`src/sps_pkg.sv`:
```
// shared types, codes and coil table for the stepper packet sequencer
`default_nettype none
package sps_pkg;

	// request kinds
	localparam logic REQ_BYTE = 1'b0;
	localparam logic REQ_TICK = 1'b1;

	// parser phases
	localparam logic [2:0] PH_HUNT = 3'd0;
	localparam logic [2:0] PH_HIGH = 3'd1;
	localparam logic [2:0] PH_LOW  = 3'd2;
	localparam logic [2:0] PH_DIR  = 3'd3;
	localparam logic [2:0] PH_ESC  = 3'd4;
	localparam logic [2:0] PH_MODE = 3'd5;

	// packet byte values
	localparam logic [7:0] START_BYTE  = 8'd255;
	localparam logic [7:0] FORCED_BYTE = 8'd255;
	localparam logic [7:0] DIR_FWD     = 8'd1;
	localparam logic [7:0] ESC_HIGH    = 8'd1;
	localparam logic [7:0] ESC_LOW     = 8'd2;
	localparam logic [7:0] ESC_BOTH    = 8'd3;
	localparam logic [7:0] MODE_STEP   = 8'd0;
	localparam logic [7:0] MODE_TIMER  = 8'd1;

	localparam logic [15:0] RESET_PERIOD = 16'd50000;

	// coil pin codes
	localparam logic [1:0] COIL_OFF  = 2'd0;
	localparam logic [1:0] COIL_PIN4 = 2'd1;
	localparam logic [1:0] COIL_PIN5 = 2'd2;

	typedef struct packed {
		logic       req_type;
		logic [7:0] rx_byte;
	} req_t;

	typedef struct packed {
		logic [1:0] coil_a;
		logic [1:0] coil_b;
		logic       drive_written;
	} rsp_t;

	// half-step table: returns {coil_b, coil_a}
	function automatic logic [3:0] coil_lookup(input logic [2:0] idx);
		logic [1:0] a;
		logic [1:0] b;
		begin
			case (idx)
				3'd0: begin a = COIL_PIN4; b = COIL_OFF;  end
				3'd1: begin a = COIL_PIN4; b = COIL_PIN4; end
				3'd2: begin a = COIL_OFF;  b = COIL_PIN4; end
				3'd3: begin a = COIL_PIN5; b = COIL_PIN4; end
				3'd4: begin a = COIL_PIN5; b = COIL_OFF;  end
				3'd5: begin a = COIL_PIN5; b = COIL_PIN5; end
				3'd6: begin a = COIL_OFF;  b = COIL_PIN5; end
				default: begin a = COIL_PIN4; b = COIL_PIN5; end
			endcase
			return {b, a};
		end
	endfunction

endpackage
`default_nettype wire

```
`src/sps_core.sv`:
```
// packet parser, tick timer and phase stepper state with the per-request update
`default_nettype none
module sps_core (
	input  wire logic          clk,
	input  wire logic          arst_n,
	input  wire logic          commit,
	input  wire sps_pkg::req_t item,
	output sps_pkg::rsp_t      result
);

	logic [2:0]  phase_q;
	logic [7:0]  high_q;
	logic [7:0]  low_q;
	logic [7:0]  esc_q;
	logic        fwd_q;
	logic [2:0]  idx_q;
	logic        en_q;
	logic [15:0] period_q;
	logic [15:0] count_q;
	logic [3:0]  coil_q;

	logic [2:0]  phase_d;
	logic [7:0]  high_d;
	logic [7:0]  low_d;
	logic [7:0]  esc_d;
	logic        fwd_d;
	logic [2:0]  idx_d;
	logic        en_d;
	logic [15:0] period_d;
	logic [15:0] count_d;
	logic [3:0]  coil_d;
	logic        wrote;
	logic [2:0]  idx_stepped;
	logic [7:0]  high_eff;
	logic [7:0]  low_eff;

	// one step in the held direction
	assign idx_stepped = fwd_q ? idx_q + 3'd1 : idx_q - 3'd1;

	// escape forcing of the data bytes
	always_comb begin
		high_eff = high_q;
		low_eff  = low_q;
		case (esc_q)
			sps_pkg::ESC_HIGH: high_eff = sps_pkg::FORCED_BYTE;
			sps_pkg::ESC_LOW:  low_eff  = sps_pkg::FORCED_BYTE;
			sps_pkg::ESC_BOTH: begin
				high_eff = sps_pkg::FORCED_BYTE;
				low_eff  = sps_pkg::FORCED_BYTE;
			end
			default: ;
		endcase
	end

	// next state for one request
	always_comb begin
		phase_d  = phase_q;
		high_d   = high_q;
		low_d    = low_q;
		esc_d    = esc_q;
		fwd_d    = fwd_q;
		idx_d    = idx_q;
		en_d     = en_q;
		period_d = period_q;
		count_d  = count_q;
		coil_d   = coil_q;
		wrote    = 1'b0;
		if (item.req_type == sps_pkg::REQ_TICK) begin
			if (period_q != 16'd0) begin
				count_d = (count_q >= period_q) ? 16'd0 : count_q + 16'd1;
				if (count_d == period_q && en_q) begin
					idx_d  = idx_stepped;
					coil_d = sps_pkg::coil_lookup(idx_stepped);
					wrote  = 1'b1;
				end
			end
		end else begin
			case (phase_q)
				sps_pkg::PH_HUNT: begin
					if (item.rx_byte == sps_pkg::START_BYTE) phase_d = sps_pkg::PH_HIGH;
				end
				sps_pkg::PH_HIGH: begin
					high_d  = item.rx_byte;
					phase_d = sps_pkg::PH_LOW;
				end
				sps_pkg::PH_LOW: begin
					low_d   = item.rx_byte;
					phase_d = sps_pkg::PH_DIR;
				end
				sps_pkg::PH_DIR: begin
					fwd_d   = (item.rx_byte == sps_pkg::DIR_FWD);
					phase_d = sps_pkg::PH_ESC;
				end
				sps_pkg::PH_ESC: begin
					esc_d   = item.rx_byte;
					phase_d = sps_pkg::PH_MODE;
				end
				default: begin
					high_d  = high_eff;
					low_d   = low_eff;
					phase_d = sps_pkg::PH_HUNT;
					if (item.rx_byte == sps_pkg::MODE_STEP) begin
						en_d   = 1'b0;
						coil_d = sps_pkg::coil_lookup(idx_q);
						wrote  = 1'b1;
						idx_d  = idx_stepped;
					end else if (item.rx_byte == sps_pkg::MODE_TIMER) begin
						en_d     = 1'b1;
						period_d = {high_eff, low_eff};
					end
				end
			endcase
		end
	end

	// state registers
	always_ff @(posedge clk or negedge arst_n) begin
		if (!arst_n) begin
			phase_q  <= sps_pkg::PH_HUNT;
			high_q   <= 8'd0;
			low_q    <= 8'd0;
			esc_q    <= 8'd0;
			fwd_q    <= 1'b0;
			idx_q    <= 3'd0;
			en_q     <= 1'b1;
			period_q <= sps_pkg::RESET_PERIOD;
			count_q  <= 16'd0;
			coil_q   <= 4'd0;
		end else if (commit) begin
			phase_q  <= phase_d;
			high_q   <= high_d;
			low_q    <= low_d;
			esc_q    <= esc_d;
			fwd_q    <= fwd_d;
			idx_q    <= idx_d;
			en_q     <= en_d;
			period_q <= period_d;
			count_q  <= count_d;
			coil_q   <= coil_d;
		end
	end

	// result shows coil levels held after the request
	always_comb begin
		result.coil_a        = coil_d[1:0];
		result.coil_b        = coil_d[3:2];
		result.drive_written = wrote;
	end

endmodule
`default_nettype wire

```
`src/stepper_packet_sequencer_top.sv`:
```
// top level: request register, sequencer core and result register
// Half-step stepper sequencer. Each request is either a received serial byte
// or a timer tick, and every request gives exactly one result with the coil A
// and coil B pin codes held after it and a flag set when the coils were
// written. A request is held in the input register and is then resolved by
// the core into the result register; a new request is taken every cycle
// unless the result register is stalled by rsp_ready low, and the core state
// updates as each request is resolved. The input register keeps taking requests
// while a result waits, until both stages are full.
`default_nettype none
module stepper_packet_sequencer_top (
	input  wire logic          clk,
	input  wire logic          arst_n,
	input  wire logic          req_valid,
	output logic               req_ready,
	input  wire sps_pkg::req_t req,
	output logic               rsp_valid,
	input  wire logic          rsp_ready,
	output sps_pkg::rsp_t      rsp
);

	logic          valid_s1;
	sps_pkg::req_t req_s1;
	logic          rsp_valid_q;
	sps_pkg::rsp_t rsp_q;
	sps_pkg::rsp_t result;
	logic          advance;

	// stage 1 moves forward when the result slot is free or being taken
	assign advance   = !rsp_valid_q || rsp_ready;
	assign req_ready = !valid_s1 || advance;

	// input register
	always_ff @(posedge clk or negedge arst_n) begin
		if (!arst_n) begin
			valid_s1 <= 1'b0;
		end else if (req_ready) begin
			valid_s1 <= req_valid;
		end
	end

	always_ff @(posedge clk) begin
		if (req_ready && req_valid) begin
			req_s1 <= req;
		end
	end

	sps_core u_core (
		.clk    (clk),
		.arst_n (arst_n),
		.commit (valid_s1 && advance),
		.item   (req_s1),
		.result (result)
	);

	// result register
	always_ff @(posedge clk or negedge arst_n) begin
		if (!arst_n) begin
			rsp_valid_q <= 1'b0;
		end else if (advance) begin
			rsp_valid_q <= valid_s1;
		end
	end

	always_ff @(posedge clk) begin
		if (advance && valid_s1) begin
			rsp_q <= result;
		end
	end

	assign rsp_valid = rsp_valid_q;
	assign rsp       = rsp_q;

endmodule
`default_nettype wire

```
`config.mk`:
```
export PLATFORM = sky130hd
export DESIGN_NAME = stepper_packet_sequencer_top
export DESIGN_NICKNAME = d
export VERILOG_FILES = /design/src/sps_pkg.sv /design/src/sps_core.sv /design/src/stepper_packet_sequencer_top.sv
export SDC_FILE = /design/constraint.sdc
export NUM_CORES = 1
export LEC_CHECK = 0
export BUFFER_PORTS_ARGS = -buffer_cell sky130_fd_sc_hd__buf_2
export CAP_MARGIN = 20
export CORE_ASPECT_RATIO = 0.9
export CORE_MARGIN = 4
export CORE_UTILIZATION = 67
export DETAILED_ROUTE_END_ITERATION = 10
export HOLD_SLACK_MARGIN = 0.08
export PLACE_DENSITY = 0.85
export SYNTH_ARGS = -nofsm -noshare
export SYNTH_HDL_FRONTEND = slang
export SYNTH_SLANG_ARGS = --single-unit
```
`constraint.sdc`:
```
create_clock -name clk -period 11.9 [get_ports clk]
set_input_delay 0 -clock clk [delete_from_list [all_inputs] [get_ports clk]]
set_output_delay 0 -clock clk [all_outputs]
set_load 0.005 [all_outputs]
```
# Word level (Yosys, flattened, before mapping)
# Index checks and enable logic that the tools add are counted.
[op_classes] add_sub_neg=3 multipliers=0 div_mod_pow=0 magnitude_cmp=1 n_eq_ne=26 shift=0 mux=29 bitwise=5 reduce_logical=36
[op_table] op="8-bit one-hot mux with 2 select lines" count=2
[op_table] op="3-bit equality test, second input constant" count=7
[op_table] op="3-bit 2-to-1 mux" count=7
[op_table] op="4-bit 2-to-1 mux" count=5
[op_table] op="3-bit by 2-bit equality test with 1-bit output, second input constant" count=6
[op_table] op="3-bit AND reduction" count=6
[op_table] op="16-bit by 1-bit adder with 16-bit output, second input constant" count=1
[op_table] op="16-bit equality test" count=1
[op_table] op="8-bit by 1-bit equality test with 1-bit output, second input constant" count=2
[op_table] op="8-bit by 2-bit equality test with 1-bit output, second input constant" count=2
[op_table] op="16-bit greater-or-equal comparator" count=1
[op_table] op="16-bit 2-to-1 mux" count=1
[op_table] op="8-bit 2-to-1 mux" count=2
[op_table] op="2-bit one-hot mux with 2 select lines" count=4
[op_table] op="16-bit nonzero test" count=1
[op_table] op="3-bit one-hot mux with 5 select lines" count=1
[op_table] op="2-bit OR reduction" count=6
[op_table] op="3-bit OR reduction" count=4
[op_table] op="5-bit AND reduction" count=2
[op_table] op="3-bit by 1-bit equality test with 1-bit output, second input constant" count=3
[op_table] op="3-bit logical NOT" count=3
[op_table] op="8-bit equality test, second input constant" count=1
[op_table] op="8-bit logical NOT" count=1
[op_table] op="2-bit by 1-bit != test with 1-bit output, second input constant" count=4
[op_table] op="other kinds (11)" count=27
[word_totals] ff_bits=84 latchBits=0 mem_bits_rw=0 mem_bits_ro=0 out_inout_bits=7 wordCells=117 memories=0

# Longest topological paths before layout
# Gate-level depths: netlist of the first run.
[depth] word_depth=8 ltp_mapped=12 mapped_depth_nobuf=10

# Hierarchy
# A second synthesis of the first run with hierarchy kept.
[unflattened] cells_unflattened=508 hier_area_um2=5054.8
[modules_own_cells] mod="sps_core" n_inst=1 cells_each=486 area_per_inst_um2=4530.6 seq_area_each_um2=1710.4
[modules_own_cells] mod="stepper_packet_sequencer_top" n_inst=1 cells_each=22 area_per_inst_um2=524.3 seq_area_each_um2=470.5

# Worst setup path before layout of the first run
# No wires, ideal clock.
[synth_path] kind="register to register" from="register u_core.count_q[0]" to="register rsp_q, in the netlist rsp[3] (data pin)" setup_ns=0.261 arrival_ns=3.507 path_slack_ns=8.132 path_stages_with_launch=13 path_buffers=2 period_less_slack_ns=3.768 path_cell_list="dfrtp_1 -> buf_2 -> inv_1 -> ha_1 -> nand2b_1 -> a2111o_1 -> a32o_1 -> o31a_1 -> or4_1 -> a2111o_1 -> or3_1 -> buf_2 -> a311o_1"
[synth_lines] element="start, declared" line="sps_core.sv:19" rtl="logic [15:0] count_q;"
[synth_lines] element="start signal, assigned" line="sps_core.sv:138" rtl="count_q <= count_d;"
[synth_lines] element="end signal, assigned" line="stepper_packet_sequencer_top.sv:67" rtl="rsp_q <= result;"
[synth_lines] element="end, declared" line="stepper_packet_sequencer_top.sv:25" rtl="sps_pkg::rsp_t rsp_q;"

==> results_tabular.tex, run 1 <==
\begin{tabular}{lr}
\hline
Metric & Value \\
\hline
\multicolumn{2}{l}{\textbf{Logic synthesis}} \\
Combinational family with the most area after synthesis & simple AND/OR/NAND/NOR gates \\
Multiplexer share of the synthesized area & 0.0288 \\
Count of flip-flops with a built-in enable after synthesis & 14 \\
YS warnings & 0 \\
Post-synthesis share of cell area spent on full adders, half adders and majority gates & 0.0576 \\
Library cells used by synthesis & 63 \\
Sequential-to-total area share from yosys stat & 0.436 \\
Most used flip-flop cell after synthesis & sky130\_fd\_sc\_hd\_\_dfrtp\_1 \\
Share of synthesized cell area in and, or, nand and nor gates & 0.211 \\
Average cell area after synthesis & 9.43 sq um \\
Share of the synthesized area in compound gates (AO/OA/AOI/OAI) & 0.182 \\
Mapped cell area & 0.00500 sq mm \\
Synthesized-area fraction occupied by xor and xnor cells & 0.0478 \\
Synthesized net count & 566 \\
Synth async-reset ratio & 0.833 \\
Post-synthesis sequential element count & 84 \\
Post-Synthesis Cells & 530 \\
\multicolumn{2}{l}{\textbf{Route}} \\
Routed vias & 4229 \\
Total Wirelength & 11800 microns \\
Number of optimization iterations in the first detailed-route pass & 5 \\
Remaining number of nets flagged by the antenna check after routing & 0 \\
First DRT Iteration DRCs & 317 \\
Routed WL per cell & 18.1 microns \\
Post-detailed-route DRC marker count & 0 \\
Drt via density & 6.47 \\
\multicolumn{2}{l}{\textbf{Power}} \\
IR drop worst, VDD & 0.119 mV \\
Share of power burned in the clock network & 0.284 \\
Combinational Power Share & 0.197 \\
Leakage dissipation & 2.28 nW \\
Pwr dens & 132 mW/mm\^{}2 \\
Share of total power consumed by net switching & 0.328 \\
Register share of total power & 0.519 \\
Internal power of the cells & 488 uW \\
PnR Total Power & 726 uW \\
Power spent charging and discharging nets & 238 uW \\
\multicolumn{2}{l}{\textbf{STA}} \\
Max-slew violation total from the final report & 0 \\
Clock skew after layout & 16.3 ps \\
Total setup violations reported at the end of the flow & 0 \\
Measured slew at the worst slew-check pin & 894 ps \\
Final clock period utilization by the worst path & 0.365 \\
Final min period & 4350 ps \\
TNS Setup & 0 ps \\
Worst-case headroom to the max-slew limit & 0.399 \\
Final Hold Viols & 0 \\
Final hold slack & 338 ps \\
Unrepaired setup endpoints after global routing & no \\
Highest Clock Rate & 0.230 GHz \\
\multicolumn{2}{l}{\textbf{Min path}} \\
Depth of the worst hold-timing path & 2 \\
Worst hold-check path type & primary input to register \\
Startpoint of the most critical hold path & req[5] \\
Worst Hold Path EP & req\_s1[5] \\
\multicolumn{2}{l}{\textbf{Global route}} \\
Number of antenna violations at the first check in global routing & 0 \\
Grt ovf & 0 \\
Busiest layer in global routing & met2 \\
Met1 Usage GRT & 0.382 \\
Tot GR Track Use & 0.274 \\
Met2 track demand over resource & 0.428 \\
Largest net degree at the start of global routing & 71 \\
Met3 global-route usage & 0.0573 \\
Vias in the first global route & 4096 \\
Global-route wire length before repair & 19700 microns \\
\multicolumn{2}{l}{\textbf{Clock network}} \\
TritonCTS Sinks & 84 \\
TritonCTS buffer count & 9 \\
Clock-pin slew reported for the worst setup and hold paths after clock tree synthesis & 110 ps \\
Resize count post-CTS & 0 \\
Latest clock arrival within the worst-skew pair & 370 ps \\
Buffer type at the clock tree root & sky130\_fd\_sc\_hd\_\_clkbuf\_8 \\
Clock buffer depth & 2 \\
Total number of H-tree levels & 3 \\
CTS tree & yes \\
\multicolumn{2}{l}{\textbf{Placed design}} \\
Number of cells in the design after placement & 623 \\
Cell area after placement & 0.00514 sq mm \\
HPWL Detailed & 8220 microns \\
Global placement routability congestion & 0.906 \\
Number of buffer cells added on primary ports & 19 \\
\multicolumn{2}{l}{\textbf{Layout}} \\
Ant. Diodes & 0 \\
Post-route cell area & 0.00551 sq mm \\
Layout net count & 592 \\
Most common library cell in the layout ignoring fill and taps & sky130\_fd\_sc\_hd\_\_nor2\_1 \\
Layout cells sized above 1 & 0.112 \\
Leading cell types in the layout, fill and taps excluded & sky130\_fd\_sc\_hd\_\_nor2\_1 (66), sky130\_fd\_sc\_hd\_\_dfrtp\_1 (63), sky130\_fd\_sc\_hd\_\_nand2\_1 (48), sky130\_fd\_sc\_hd\_\_o21ai\_0 (32), sky130\_fd\_sc\_hd\_\_a21oi\_1 (31) \\
Final Instance Count excl. Fillers & 654 \\
Relative area change from synthesis to final layout & 10.1\% \\
\multicolumn{2}{l}{\textbf{Floorplanning}} \\
Ports placed on the boundary & 20 \\
DIE AREA & 0.00891 sq mm \\
Area of the core & 0.00715 sq mm \\
Starting Density & 0.699 \\
Die extent in x & 99.1 microns \\
Y dimension of the die & 90.0 microns \\
Row Count & 29 \\
\multicolumn{2}{l}{\textbf{Run status}} \\
Run status & complete, no violations \\
\multicolumn{2}{l}{\textbf{Worst setup path}} \\
Worst r2r path cells & 10 \\
CP Capture Type & register \\
Classification of the worst setup path & register to register \\
Startpoint class of the critical path & register \\
Critical R2R Launch & u\_core.count\_q[0] \\
Arrival time at the worst endpoint & 4460 ps \\
Critical path data required time & 12010 ps \\
Worst flop-to-flop path endpoint & rsp[3] \\
Reg-to-reg slack, setup & 7550 ps \\
Crit path max fanout & 18 \\
\multicolumn{2}{l}{\textbf{Run}} \\
Max Cap Viol & 0 \\
\hline
\end{tabular}
cell families (layout without fill, tap and decap cells):
kind of cell | count (synthesis) | in the layout
compound gates | 134 | 134
xor+xnor | 21 | 21
fa+ha+maj | 23 | 23
buf+inv | 45 | 76
flops | 84 | 84
mux | 13 | 13
simple gates | 210 | 210
cell usage after synthesis, drive strengths merged (3+ instances only):
library cell	n	share of area
a211oi	10	0.015
a21oi	31	0.031
a31oi	5	0.0063
and2	5	0.0063
and3	4	0.0050
buf	4	0.0050
clkbuf	16	0.012
dfrtp	63	0.32
dfstp	7	0.037
edfxtp	14	0.084
ha	23	0.058
inv	24	0.018
mux2	11	0.025
nand2	48	0.036
nand2b	8	0.010
nand3	14	0.014
nand3b	4	0.0060
nand4	9	0.014
nor2	66	0.050
nor2b	9	0.011
nor3	15	0.016
nor4	11	0.017
nor4b	3	0.0053
o211ai	3	0.0045
o21ai	32	0.032
o22a	17	0.030
o22ai	5	0.0063
o31a	3	0.0053
o31ai	6	0.0090
or3	5	0.0063
or4	4	0.0060
xnor2	12	0.021
xnor3	4	0.018
xor2	5	0.0088
metrics by stage:
| stage | util | setup WS [ps] |
|---|---|---|
| finish | 0.770 | 7550 |
| global route | 0.770 | 7380 |
| CTS | 0.765 | 7610 |
| detailed placement | 0.719 | 7640 |
| global placement | 0.719 | 7810 |
| floorplan | - | 8130 |
state kept, by name, summed over array words and instances, names as in the netlist, 3 cells and up:
name / count
u_core.phase_q: 3
rsp: 5
u_core.period_q: 16
u_core.low_q: 8
u_core.coil_q: 4
u_core.count_q: 16
req_s1: 9
u_core.idx_q: 3
u_core.esc_q: 8
u_core.high_q: 8
worst max-delay path, stage by stage (launching register included):
cell and delay, ps:
sky130_fd_sc_hd__dfrtp_1 530, sky130_fd_sc_hd__inv_1 110, sky130_fd_sc_hd__ha_1 290, sky130_fd_sc_hd__nand2b_1 150
sky130_fd_sc_hd__a2111o_1 450, sky130_fd_sc_hd__a32oi_1 340, sky130_fd_sc_hd__nand2_1 490, sky130_fd_sc_hd__o32a_1 320
sky130_fd_sc_hd__a2111o_1 530, sky130_fd_sc_hd__or3_1 480, sky130_fd_sc_hd__a311o_1 390
area by class of cell:
| class | count | area [sq um] |
|---|---|---|
| Inverter | 25 | 93.8 |
| Clock buffer | 9 | 124 |
| Multi-Input combinational cell | 401 | 2650 |
| Sequential cell | 84 | 2180 |
| Clock inverter | 7 | 76.3 |
| Timing Repair Buffer | 35 | 268 |
| Fill cell | 465 | 1640 |
| Tap cell | 93 | 116 |
power by group through the flow:
stage	combinational (mW)	clock (mW)	sequential, mW
final	0.143	0.206	0.377
after global routing	0.159	0.220	0.382
after floorplan	0.112	0	0.365
after detailed placement	0.139	0	0.381
after CTS	0.143	0.208	0.376
after global placement	0.131	0	0.378
repair_timing:
item,in CTS,in global routing
endpoints found under the hold margin,74,0
setup buffers,0,0
hold buffers,13,0
routing by layer:
metal	vias up	wire length [microns]
met5	-	0
li1	1989	-
met1	2055	5030
met3	25	758
met4	0	222
met2	160	5800
worst max path at each step:
stage,startpoint,endpoint,slack [ps],cells past startpoint
6_report,u_core.count_q[0],rsp[3],7550,10
5_1_grt,u_core.period_q[14],rsp[3],7380,10
2_1_floorplan,u_core.count_q[0],rsp[3],8130,12
3_3_place_gp,u_core.count_q[0],rsp[3],7810,10
3_5_place_dp,u_core.count_q[0],rsp[3],7640,10
4_1_cts,u_core.count_q[0],rsp[3],7610,10
(Power assumes the default switching activity.)
==> run 2, diff against run 1 <==
--- a/config.mk
+++ b/config.mk
@@ -9,10 +9,10 @@
 export CAP_MARGIN = 20
 export CORE_ASPECT_RATIO = 0.9
 export CORE_MARGIN = 4
-export CORE_UTILIZATION = 67
+export CORE_UTILIZATION = 62
 export DETAILED_ROUTE_END_ITERATION = 10
 export HOLD_SLACK_MARGIN = 0.08
-export PLACE_DENSITY = 0.85
+export PLACE_DENSITY = 0.8
 export SYNTH_ARGS = -nofsm -noshare
 export SYNTH_HDL_FRONTEND = slang
 export SYNTH_SLANG_ARGS = --single-unit
==> constraint.sdc (replaced) <==
create_clock -name clk -period 4.5 [get_ports clk]
set_input_delay 0 -clock clk [delete_from_list [all_inputs] [get_ports clk]]
set_output_delay 0 -clock clk [all_outputs]
set_load 0.005 [all_outputs]
==> run 2 against run 1 <==
Compared with the run above:
- hold slack better by 2.4 ps
- via count down 0.21%
- flip-flop and latch count unchanged
- die area up 7.4%
==> results_tabular.tex, run 2 (synthesized netlist as in run 1, its figures left out) <==
\begin{tabular}{lr}
\hline
Metric & Value \\
\hline
\multicolumn{2}{l}{\textbf{Layout}} \\
Number of filler cells placed in the layout & 554 (+19\%) \\
Most common library cell in the layout ignoring fill and taps & sky130\_fd\_sc\_hd\_\_nor2\_1 \\
Layout net count & 595 (+0.51\%) \\
Relative area change from synthesis to final layout & 10.5\% \\
Post-route cell area & 0.00553 sq mm (+0.39\%) \\
Ant. Diodes & 0 (unchanged) \\
Final Core Density & 0.718 (-0.0520) \\
Layout cells sized above 1 & 0.117 (+0.00472) \\
Registers with the most flip-flops & u\_core.count\_q: 16 flops, u\_core.period\_q: 16 flops, req\_s1: 9 flops \\
Leading cell types in the layout, fill and taps excluded & sky130\_fd\_sc\_hd\_\_nor2\_1 (66), sky130\_fd\_sc\_hd\_\_dfrtp\_1 (63), sky130\_fd\_sc\_hd\_\_nand2\_1 (48), sky130\_fd\_sc\_hd\_\_o21ai\_0 (32), sky130\_fd\_sc\_hd\_\_a21oi\_1 (31) \\
Final Instance Count excl. Fillers & 660 (+0.92\%) \\
\multicolumn{2}{l}{\textbf{STA}} \\
Total setup violations reported at the end of the flow & 0 (unchanged) \\
Final Hold Viols & 0 (unchanged) \\
Worst-case headroom to the max-slew limit & 0.405 (+0.00601) \\
TNS Setup & 0 ps (unchanged) \\
Final min period & 4070 ps (-274 ps) \\
Highest Clock Rate & 0.246 GHz (+6.7\%) \\
Unrepaired setup endpoints after global routing & no \\
Clock skew after layout & 10.7 ps (-5.59 ps) \\
Max-slew violation total from the final report & 0 (unchanged) \\
Measured slew at the worst slew-check pin & 892 ps (-2.13 ps) \\
Final clock period utilization by the worst path & 0.905 (+0.540) \\
\multicolumn{2}{l}{\textbf{Floorplanning}} \\
Starting Density & 0.650 (-0.0497) \\
Ports placed on the boundary & 20 (unchanged) \\
Die extent in x & 103 microns (+3.6\%) \\
Area of the core & 0.00769 sq mm (+7.6\%) \\
Row Count & 30 (+3.4\%) \\
DIE AREA & 0.00957 sq mm (+7.4\%) \\
Y dimension of the die & 93.2 microns (+3.6\%) \\
\multicolumn{2}{l}{\textbf{Placed design}} \\
HPWL Detailed & 8240 microns (+0.31\%) \\
Cell area after placement & 0.00517 sq mm (+0.66\%) \\
Number of buffer cells added on primary ports & 19 (unchanged) \\
Global placement routability congestion & 0.921 (+1.6\%) \\
Number of cells in the design after placement & 630 (+1.1\%) \\
\multicolumn{2}{l}{\textbf{Worst setup path}} \\
Startpoint class of the critical path & register \\
Critical path data required time & 4620 ps (-7390 ps) \\
Arrival time at the worst endpoint & 4190 ps (-270 ps) \\
CP Capture Type & register \\
Crit path max fanout & 11 (-7) \\
Classification of the worst setup path & register to register \\
\multicolumn{2}{l}{\textbf{Clock network}} \\
Latest clock arrival within the worst-skew pair & 370 ps (about the same) \\
TritonCTS Sinks & 84 (unchanged) \\
Total number of H-tree levels & 3 (unchanged) \\
CTS tree & yes \\
Buffer type at the clock tree root & sky130\_fd\_sc\_hd\_\_clkbuf\_8 \\
Setup Buffers After CTS & 0 (unchanged) \\
Clock-pin slew reported for the worst setup and hold paths after clock tree synthesis & 100 ps (about the same) \\
Clock buffer depth & 2 (unchanged) \\
TritonCTS buffer count & 9 (unchanged) \\
\multicolumn{2}{l}{\textbf{Power}} \\
Leakage dissipation & 2.29 nW (+0.57\%) \\
Pwr dens & 348 mW/mm\^{}2 (+160\%) \\
IR drop worst, VDD & 0.317 mV (+170\%) \\
\multicolumn{2}{l}{\textbf{Route}} \\
First DRT Iteration DRCs & 262 (-17\%) \\
Post-detailed-route DRC marker count & 0 (unchanged) \\
Number of optimization iterations in the first detailed-route pass & 5 (unchanged) \\
Routed vias & 4220 (-0.21\%) \\
Routed WL per cell & 17.8 microns (-1.3\%) \\
Drt via density & 6.39 (-1.1\%) \\
Total Wirelength & 11800 microns (-0.39\%) \\
Remaining number of nets flagged by the antenna check after routing & 0 (unchanged) \\
\multicolumn{2}{l}{\textbf{Run}} \\
Max Cap Viol & 0 (unchanged) \\
\multicolumn{2}{l}{\textbf{Global route}} \\
Grt ovf & 0 (unchanged) \\
Vias in the first global route & 3976 (-2.9\%) \\
Tot GR Track Use & 0.255 (-0.0190) \\
Largest net degree at the start of global routing & 71 (unchanged) \\
Global-route wire length before repair & 19200 microns (-2.4\%) \\
Number of antenna violations at the first check in global routing & 0 (unchanged) \\
\multicolumn{2}{l}{\textbf{Run status}} \\
Run status & complete, no violations \\
\multicolumn{2}{l}{\textbf{Min path}} \\
Worst hold-check path type & primary input to register \\
\hline
\end{tabular}
run 2: critical path, cell delays in order, from the launching register on:
cell,delay (ps)
sky130_fd_sc_hd__dfrtp_1,450
sky130_fd_sc_hd__ha_1,280
sky130_fd_sc_hd__nand2b_1,150
sky130_fd_sc_hd__a2111o_1,450
sky130_fd_sc_hd__a32o_1,290
sky130_fd_sc_hd__o31a_1,320
sky130_fd_sc_hd__or4_1,530
sky130_fd_sc_hd__a2111o_1,490
sky130_fd_sc_hd__or3_1,490
sky130_fd_sc_hd__a311o_1,380
run 2: layout make-up:
type	count	area, sq um	share of cell area
clock inverter	7	73.8	0.0134
multi-input combinational	401	2650	0.479
tap	96	120	0.0217
inverter	25	93.8	0.0170
clock buffer	9	124	0.0224
timing repair buffer	38	288	0.0521
sequential	84	2180	0.395
run 2: worst paths after layout:
kind	slack (ps)	from	end	cells past startpoint
max	430	u_core.period_q[0]	rsp[3]	9
min	340	req[3]	req_s1[3]	2
max reg2reg	430	u_core.period_q[0]	rsp[3]	9
min reg2reg	500	u_core.high_q[6]	u_core.high_q[6]	1
max in group asynchronous	3560	arst_n	u_core.period_q[7]	3
min in group asynchronous	360	arst_n	u_core.count_q[12]	3
run 2: per-stage QoR:
stage | power [mW] | hold WS [ps] | setup WS (ps)
detailed placement | 1.38 | 178 | 531
floorplan | 1.26 | -296 | 732
finish | 1.92 | 340 | 428
global placement | 1.36 | 176 | 571
CTS | 1.93 | 322 | 444
global route | 2.02 | 345 | 267
run 2: report_power, final:
part / internal (mW) / total [mW] / switching [mW] / leakage (nW)
clock network: 0.220 / 0.541 / 0.321 / 0.101
registers: 0.897 / 0.998 / 0.101 / 1.00
logic: 0.179 / 0.382 / 0.202 / 1.18
total: 1.30 / 1.92 / 0.625 / 2.29
run 2: per-layer routing:
| layer | vias up | track usage | wire, microns |
|---|---|---|---|
| li1 | 1994 | - | - |
| met1 | 2058 | 0.358 | 5310 |
| met2 | 150 | 0.409 | 5650 |
| met3 | 18 | 0.0477 | 677 |
| met4 | 0 | 0.0634 | 124 |
| met5 | - | 0 | 0 |
run 2: what timing repair did:
item	in CTS	in global routing
hold endpoints to repair	74	0
gates resized for setup	0	0
hold buffers	13	0
